--- src/pmd_pkg.sv ---
// Shared types and constants for the PS/2 mouse packet decoder.
`default_nettype none

package pmd_pkg;

  localparam logic [7:0] STATUS_DATA_BIT = 8'h20;
  localparam int unsigned BUTTON_COUNT = 3;
  localparam int unsigned QUEUE_DEPTH = 2;  // power of two, pointers wrap
  localparam int unsigned QUEUE_AW = (QUEUE_DEPTH > 1) ? $clog2(QUEUE_DEPTH) : 1;

  localparam logic [1:0] KIND_MOVE    = 2'd0;
  localparam logic [1:0] KIND_PRESS   = 2'd1;
  localparam logic [1:0] KIND_RELEASE = 2'd2;

  typedef struct packed {
    logic [7:0] status_byte;
    logic [7:0] data_byte;
  } cmd_t;

  typedef struct packed {
    logic [1:0]        event_kind;
    logic signed [7:0] move_x;
    logic signed [7:0] move_y;
    logic [1:0]        button_number;
    logic              last_event;
  } evt_t;

  // One complete packet, reduced to what the event generator needs.
  typedef struct packed {
    logic                    has_move;
    logic [7:0]              x;
    logic [7:0]              neg_y;
    logic [BUTTON_COUNT-1:0] changed;
    logic [BUTTON_COUNT-1:0] was;
  } pkt_t;

endpackage

`default_nettype wire

--- src/pmd_front.sv ---
// Byte acceptance and packet assembly; pushes complete packets to the queue.
`default_nettype none

module pmd_front
  import pmd_pkg::*;
(
  input  wire logic clk,
  input  wire logic rst,
  input  wire logic cmd_valid,
  input  wire cmd_t cmd,
  input  wire logic q_full,
  output logic      cmd_stall,
  output logic      q_push,
  output pkt_t      q_data
);

  logic [1:0]              byte_position;
  logic [7:0]              byte0;
  logic [7:0]              byte1;
  logic [BUTTON_COUNT-1:0] button_state;

  logic take;
  logic last_byte;
  pkt_t pkt;

  assign cmd_stall = q_full;
  assign take      = cmd_valid && !q_full && ((cmd.status_byte & STATUS_DATA_BIT) != 8'h00);
  assign last_byte = (byte_position == 2'd2);

  always_comb begin
    pkt.x        = byte1;
    pkt.neg_y    = 8'h00 - cmd.data_byte;
    pkt.has_move = (byte1 != 8'h00) || (cmd.data_byte != 8'h00);
    pkt.was      = button_state;
    pkt.changed  = byte0[BUTTON_COUNT-1:0] ^ button_state;
  end

  assign q_push = take && last_byte && (pkt.has_move || (pkt.changed != '0));
  assign q_data = pkt;

  always_ff @(posedge clk) begin
    if (rst) begin
      byte_position <= 2'd0;
      button_state  <= '0;
    end else if (take) begin
      if (last_byte) begin
        byte_position <= 2'd0;
        button_state  <= byte0[BUTTON_COUNT-1:0];
      end else begin
        byte_position <= byte_position + 2'd1;
      end
    end
  end

  always_ff @(posedge clk) begin
    if (take && byte_position == 2'd0) begin
      byte0 <= cmd.data_byte;
    end
    if (take && byte_position == 2'd1) begin
      byte1 <= cmd.data_byte;
    end
  end

endmodule

`default_nettype wire

--- src/pmd_queue.sv ---
// Small packet queue between the front and the event generator.
`default_nettype none

module pmd_queue
  import pmd_pkg::*;
(
  input  wire logic clk,
  input  wire logic rst,
  input  wire logic push,
  input  wire pkt_t push_data,
  input  wire logic pop,
  output logic      full,
  output logic      empty,
  output pkt_t      head
);

  pkt_t                slots [QUEUE_DEPTH];
  logic [QUEUE_AW-1:0] wptr;
  logic [QUEUE_AW-1:0] rptr;
  logic [QUEUE_AW:0]   count;

  assign full  = (count == (QUEUE_AW+1)'(QUEUE_DEPTH));
  assign empty = (count == '0);
  assign head  = slots[rptr];

  always_ff @(posedge clk) begin
    if (rst) begin
      wptr  <= '0;
      rptr  <= '0;
      count <= '0;
    end else begin
      if (push) begin
        wptr <= wptr + 1'b1;
      end
      if (pop) begin
        rptr <= rptr + 1'b1;
      end
      if (push && !pop) begin
        count <= count + 1'b1;
      end else if (pop && !push) begin
        count <= count - 1'b1;
      end
    end
  end

  always_ff @(posedge clk) begin
    if (push) begin
      slots[wptr] <= push_data;
    end
  end

endmodule

`default_nettype wire

--- src/pmd_back.sv ---
// Event generator: walks a packet's pending events into the output register.
`default_nettype none

module pmd_back
  import pmd_pkg::*;
(
  input  wire logic clk,
  input  wire logic rst,
  input  wire logic q_empty,
  input  wire pkt_t q_head,
  output logic      q_pop,
  input  wire logic evt_stall,
  output logic      evt_valid,
  output evt_t      evt
);

  // pend bit 0 = movement, bit i = button i
  logic                    active;
  logic [BUTTON_COUNT:0]   pend;
  logic [7:0]              cur_x;
  logic [7:0]              cur_ny;
  logic [BUTTON_COUNT-1:0] cur_was;

  logic                    out_free;
  logic                    emit;
  logic                    emit_last;
  logic [BUTTON_COUNT:0]   sel;
  logic [BUTTON_COUNT:0]   pend_after;
  evt_t                    nxt;

  assign out_free = !evt_valid || !evt_stall;
  assign emit     = active && out_free;

  always_comb begin
    sel = '0;
    for (int i = BUTTON_COUNT; i >= 0; i--) begin
      if (pend[i]) begin
        sel = '0;
        sel[i] = 1'b1;
      end
    end
  end

  assign pend_after = pend & ~sel;
  assign emit_last  = emit && (pend_after == '0);
  assign q_pop      = !q_empty && (!active || emit_last);

  always_comb begin
    nxt.event_kind    = KIND_MOVE;
    nxt.move_x        = cur_x;
    nxt.move_y        = cur_ny;
    nxt.button_number = 2'd0;
    nxt.last_event    = (pend_after == '0);
    for (int i = 1; i <= BUTTON_COUNT; i++) begin
      if (sel[i]) begin
        nxt.event_kind    = cur_was[i-1] ? KIND_RELEASE : KIND_PRESS;
        nxt.move_x        = 8'sd0;
        nxt.move_y        = 8'sd0;
        nxt.button_number = 2'(i);
      end
    end
  end

  always_ff @(posedge clk) begin
    if (rst) begin
      active    <= 1'b0;
      pend      <= '0;
      evt_valid <= 1'b0;
    end else begin
      if (q_pop) begin
        active <= 1'b1;
        pend   <= {q_head.changed, q_head.has_move};
      end else if (emit) begin
        pend <= pend_after;
        if (emit_last) begin
          active <= 1'b0;
        end
      end
      if (out_free) begin
        evt_valid <= emit;
      end
    end
  end

  always_ff @(posedge clk) begin
    if (q_pop) begin
      cur_x   <= q_head.x;
      cur_ny  <= q_head.neg_y;
      cur_was <= q_head.was;
    end
    if (emit) begin
      evt <= nxt;
    end
  end

  a_active_has_work: assert property (@(posedge clk) disable iff (rst)
    active |-> (pend != '0))
    else $error("active packet with no pending events");

  a_pop_only_when_done: assert property (@(posedge clk) disable iff (rst)
    q_pop |-> (!active || emit_last))
    else $error("packet popped while previous one still pending");

  a_move_no_button: assert property (@(posedge clk) disable iff (rst)
    (evt_valid && evt.event_kind == KIND_MOVE) |-> (evt.button_number == 2'd0))
    else $error("movement event carries a button number");

  a_last_clears: assert property (@(posedge clk) disable iff (rst)
    (emit_last && !q_pop) |=> !active)
    else $error("generator still active after last event");

endmodule

`default_nettype wire

--- src/ps2_mouse_packet_decoder.sv ---
// Top level of the PS/2 mouse three-byte packet decoder.
// The first event of a packet passes the queue slot, the generator registers and the evt register.
// Throughput: one byte request per cycle unless cmd_stall; one event per cycle unless evt_stall.
// A packet of up to four events is drained by the generator one event per cycle unless stalled.
// Reset (rst, synchronous): byte position, button state, queue and output valid cleared.
// Packet bytes are not reset; a packet is only reported once all three are written.
`default_nettype none

module ps2_mouse_packet_decoder
  import pmd_pkg::*;
(
  input  wire logic clk,
  input  wire logic rst,
  // byte requests from the controller side
  input  wire logic cmd_valid,
  output logic      cmd_stall,
  input  wire cmd_t cmd,
  // decoded mouse events
  output logic      evt_valid,
  input  wire logic evt_stall,
  output evt_t      evt
);

  // front -> queue
  logic q_push;
  pkt_t q_in;
  logic q_full;

  // queue -> back
  logic q_pop;
  logic q_empty;
  pkt_t q_head;

  // Front: filters on status bit 5, collects bytes, diffs the buttons and
  // pushes a packet summary when the packet produces at least one event.
  // It only stalls when the queue is full.
  pmd_front u_front (
    .clk       (clk),
    .rst       (rst),
    .cmd_valid (cmd_valid),
    .cmd       (cmd),
    .q_full    (q_full),
    .cmd_stall (cmd_stall),
    .q_push    (q_push),
    .q_data    (q_in)
  );

  // Queue decouples byte intake from event output backpressure.
  pmd_queue u_queue (
    .clk       (clk),
    .rst       (rst),
    .push      (q_push),
    .push_data (q_in),
    .pop       (q_pop),
    .full      (q_full),
    .empty     (q_empty),
    .head      (q_head)
  );

  // Back: movement first, then buttons 1..3 in order, last one flagged.
  pmd_back u_back (
    .clk       (clk),
    .rst       (rst),
    .q_empty   (q_empty),
    .q_head    (q_head),
    .q_pop     (q_pop),
    .evt_stall (evt_stall),
    .evt_valid (evt_valid),
    .evt       (evt)
  );

endmodule

`default_nettype wire
--- config.mk ---
export PLATFORM = sky130hd
export DESIGN_NAME = ps2_mouse_packet_decoder
export DESIGN_NICKNAME = d
export VERILOG_FILES = /design/src/pmd_pkg.sv /design/src/pmd_front.sv /design/src/pmd_queue.sv /design/src/pmd_back.sv /design/src/ps2_mouse_packet_decoder.sv
export SDC_FILE = /design/constraint.sdc
export NUM_CORES = 1
export LEC_CHECK = 0
export BUFFER_PORTS_ARGS = -buffer_cell sky130_fd_sc_hd__buf_2
export CORE_ASPECT_RATIO = 0.6
export CORE_MARGIN = 5
export CORE_UTILIZATION = 58
export CTS_CLUSTER_DIAMETER = 40
export DETAILED_ROUTE_END_ITERATION = 8
export GPL_ROUTABILITY_DRIVEN = 1
export PLACE_DENSITY_LB_ADDON = 0.15
export SLEW_MARGIN = 20
export SYNTH_ARGS = -nofsm -noshare
export SYNTH_HDL_FRONTEND = slang
export SYNTH_SLANG_ARGS = --single-unit
--- constraint.sdc ---
create_clock -name clk -period 3.1 [get_ports clk]
set_clock_uncertainty 0.15 [all_clocks]
set_input_delay 0.31 -clock clk [delete_from_list [all_inputs] [get_ports clk]]
set_output_delay 0.31 -clock clk [all_outputs]
set_load 0.1 [all_outputs]
==> metrics.txt <==
first-pass GRT wire length approximately 12,000 um; placed cell count just over 400; CP Data Arrival Time 2.68 ns; dominant cell type by area after synthesis edfxtp_1; synthesis-to-finish area growth 20.1%; main flop type after synthesis edfxtp_1; die width approximately 120 um; worst r2r src u_front.button_state[2]; crit path capture u_queue.slots[0][19]; Leakage roughly 1.9 nW; vias in the first global route roughly 2,300; largest net degree at the start of global routing 24; Hold Vio Cnt, Final 0; core area between 0.007 and 0.008 mm2; run status finished clean; CP Launch Type input port; synth unique cells 42; initial core utilization about three fifths; ANT cells 0; Max IR drop VDD 0.537 mV; relative slew slack slightly below 50%; RePlAce Congestion between 0.7 and 0.8; vias about 2,400; 1st-iter DRT viols 151; final cell count without fillers roughly 450; post-synthesis cell count 272; Port Buf Inserts 35; fraction of layout cells with a size suffix above 1 between 20% and 30%; top cells by count, synth 97 x edfxtp_1, 19 x mux2_2, 19 x nor2b_1; worst r2r path cells 5; initial antenna violation count 0; Placed Area 0.00469 mm2; Site Rows 24; Layout Nets 350; CTS tree built; synth warn 0; Pre-antenna DRT Iters 5; fin. max-slew vios 0; number of flops mapped to enable cells by yosys 97; number of H-tree levels 4; RSZ-0062 raised after global routing false; critical path class input port to register; clock sink count roughly 110; CTS root buffer clkbuf_16; Worst-Margin Slew between 0.7 and 0.8 ns; Worst-Skew Late Latency slightly above 0.4 ns; Critical R2R Capture u_queue.slots[0][19]; final WL ~7500 um; final instance area around 0.0052 mm2; Global Route Usage Sum about 18%; top cells by area, synth edfxtp_1 67%, dfxtp_1 7.3%, mux2_2 4.9%; post-synthesis sequential area ratio around three quarters; worst-case clock buffer depth 2; Wirelength per Cell ~17 um; die height a little under 80 um; gr ovfl total 0; Clk pin slew, worst setup/hold paths about 0.050 ns; CP startpoint cmd[1]; Hold Path Class input port to register; most frequent cell after synthesis edfxtp_1; Mapped Nets between 200 and 300; full die area between 0.009 and 0.01 mm2; max-capacitance violation count 0; drt via density ~5.3; FF+latch count, synth between 100 and 150; Reg2Reg Setup Slack 0.50 ns; Routed Antenna Nets 0; WP data required a little over 3 ns; Num CTS Buffers 17; Synth top area share approximately two thirds; TNS Setup 0 ns; drt drc 0; CP Max Fanout 13; I/O pin count 43; pwr/cell area between 900 and 1000 mW/mm2; fin crit share 88.0%; final setup vio count 0; post-cts sizing count 0; Post-Syn Area about 0.0044 mm2; post-layout min period 2.73 ns; Max Clk Rate roughly 0.37 GHz; Async SR Flop Fraction 0%; DP HPWL between 4000 and 5000 um; crit end category register; Avg Cell Area, Syn 16.0 um2
-- power by group --
group / leakage, nW / switching, mW / internal, mW / total (mW)
logic: 0.582 / 0.834 / 0.319 / 1.15
registers: 1.03 / 0.102 / 2.00 / 2.10
clock network: 0.248 / 0.583 / 1.08 / 1.66
total: 1.86 / 1.52 / 3.40 / 4.91
-- what timing repair did --
item,in CTS,in global routing
endpoints found under the hold margin,4,0
hold buffers,3,0
buffers inserted,0,0
-- sequential cells by signal, indices dropped and copies added, names as in the netlist, 2 cells and up, named ones only --
signal	count
u_back.cur_ny	8
u_back.cur_was	3
u_back.cur_x	8
u_back.evt	21
u_back.pend	4
u_front.button_state	3
u_front.byte0	3
u_front.byte1	8
u_front.byte_position	2
u_queue.count	2
u_queue.slots	46
-- layout by cell type, fill, tap and decap left out, types with 8 or more instances in the layout --
cell type	synthesis	routed
a21oi_1	11	11
mux2_2	19	19
dfxtp_1	16	16
nor2b_1	19	17
clkbuf_1	5	11
clkbuf_16	0	17
edfxtp_1	97	97
buf_4	1	8
buf_2	2	35
nor2_1	16	16
-- through the flow --
stage	total power [mW]	hold WS (ns)	setup slack, ns	util [%]
finish	4.91	0.0162	0.373	71.8
floorplan	3.04	0.259	0.0688	-
global placement	3.26	0.309	0.460	64.3
CTS	4.96	0.00233	0.356	71.8
detailed placement	3.29	0.320	0.411	64.3
global route	5.15	0.0112	0.236	71.8
-- area by class of cell --
cell class              instances  area [um2]
clock buffers                  31         508
clock inverters                 1        5.00
fillers                       506        2060
inverters                       6        22.5
multi-input cells             144        1070
flip-flops and latches        113        3230
well taps                     104         130
repair buffers                 46         265
-- worst min-delay path by stage --
stage,startpoint,end,depth (start not counted),slack [ns]
floorplan,cmd[0],u_front.byte0[0],0,0.26
global placement,u_front.byte1[4],u_queue.slots[0][18],0,0.31
detailed placement,u_front.byte1[4],u_queue.slots[1][18],0,0.32
CTS,cmd[3],u_front.byte1[3],1,0.002
global route,cmd[0],u_queue.slots[1][6],1,0.01
finish,cmd[0],u_queue.slots[1][6],1,0.02
-- layer usage --
metal	routed length (um)	track usage, %	vias to the layer above
met5	0	0	-
met3	408	6.84	7
li1	-	-	1149
met4	61	8.39	0
met2	3400	26.0	53
met1	3620	23.9	1152
-- cells by family after synthesis --
| group | after synthesis | synth area share [%] |
|---|---|---|
| XOR/XNOR | 10 | 2.01 |
| adder cells (fa/ha/maj) | 2 | 0.574 |
| buffers and inverters | 15 | 1.44 |
| AO/OA/AOI/OAI | 29 | 4.59 |
| AND/OR/NAND/NOR | 77 | 10.7 |
| flip-flops | 113 | 74.2 |
| multiplexers | 26 | 6.52 |
-- critical path, cell delays in order --
cell and delay (ns):
dlygate4sd3_1 0.52, buf_2 0.13, inv_1 0.06, ha_1 0.21, nor4b_2 0.17, nand4_1 0.12
o31a_1 0.17, nor2b_2 0.65, buf_4 0.33
No activity file was read; power rests on OpenSTA's default activity.
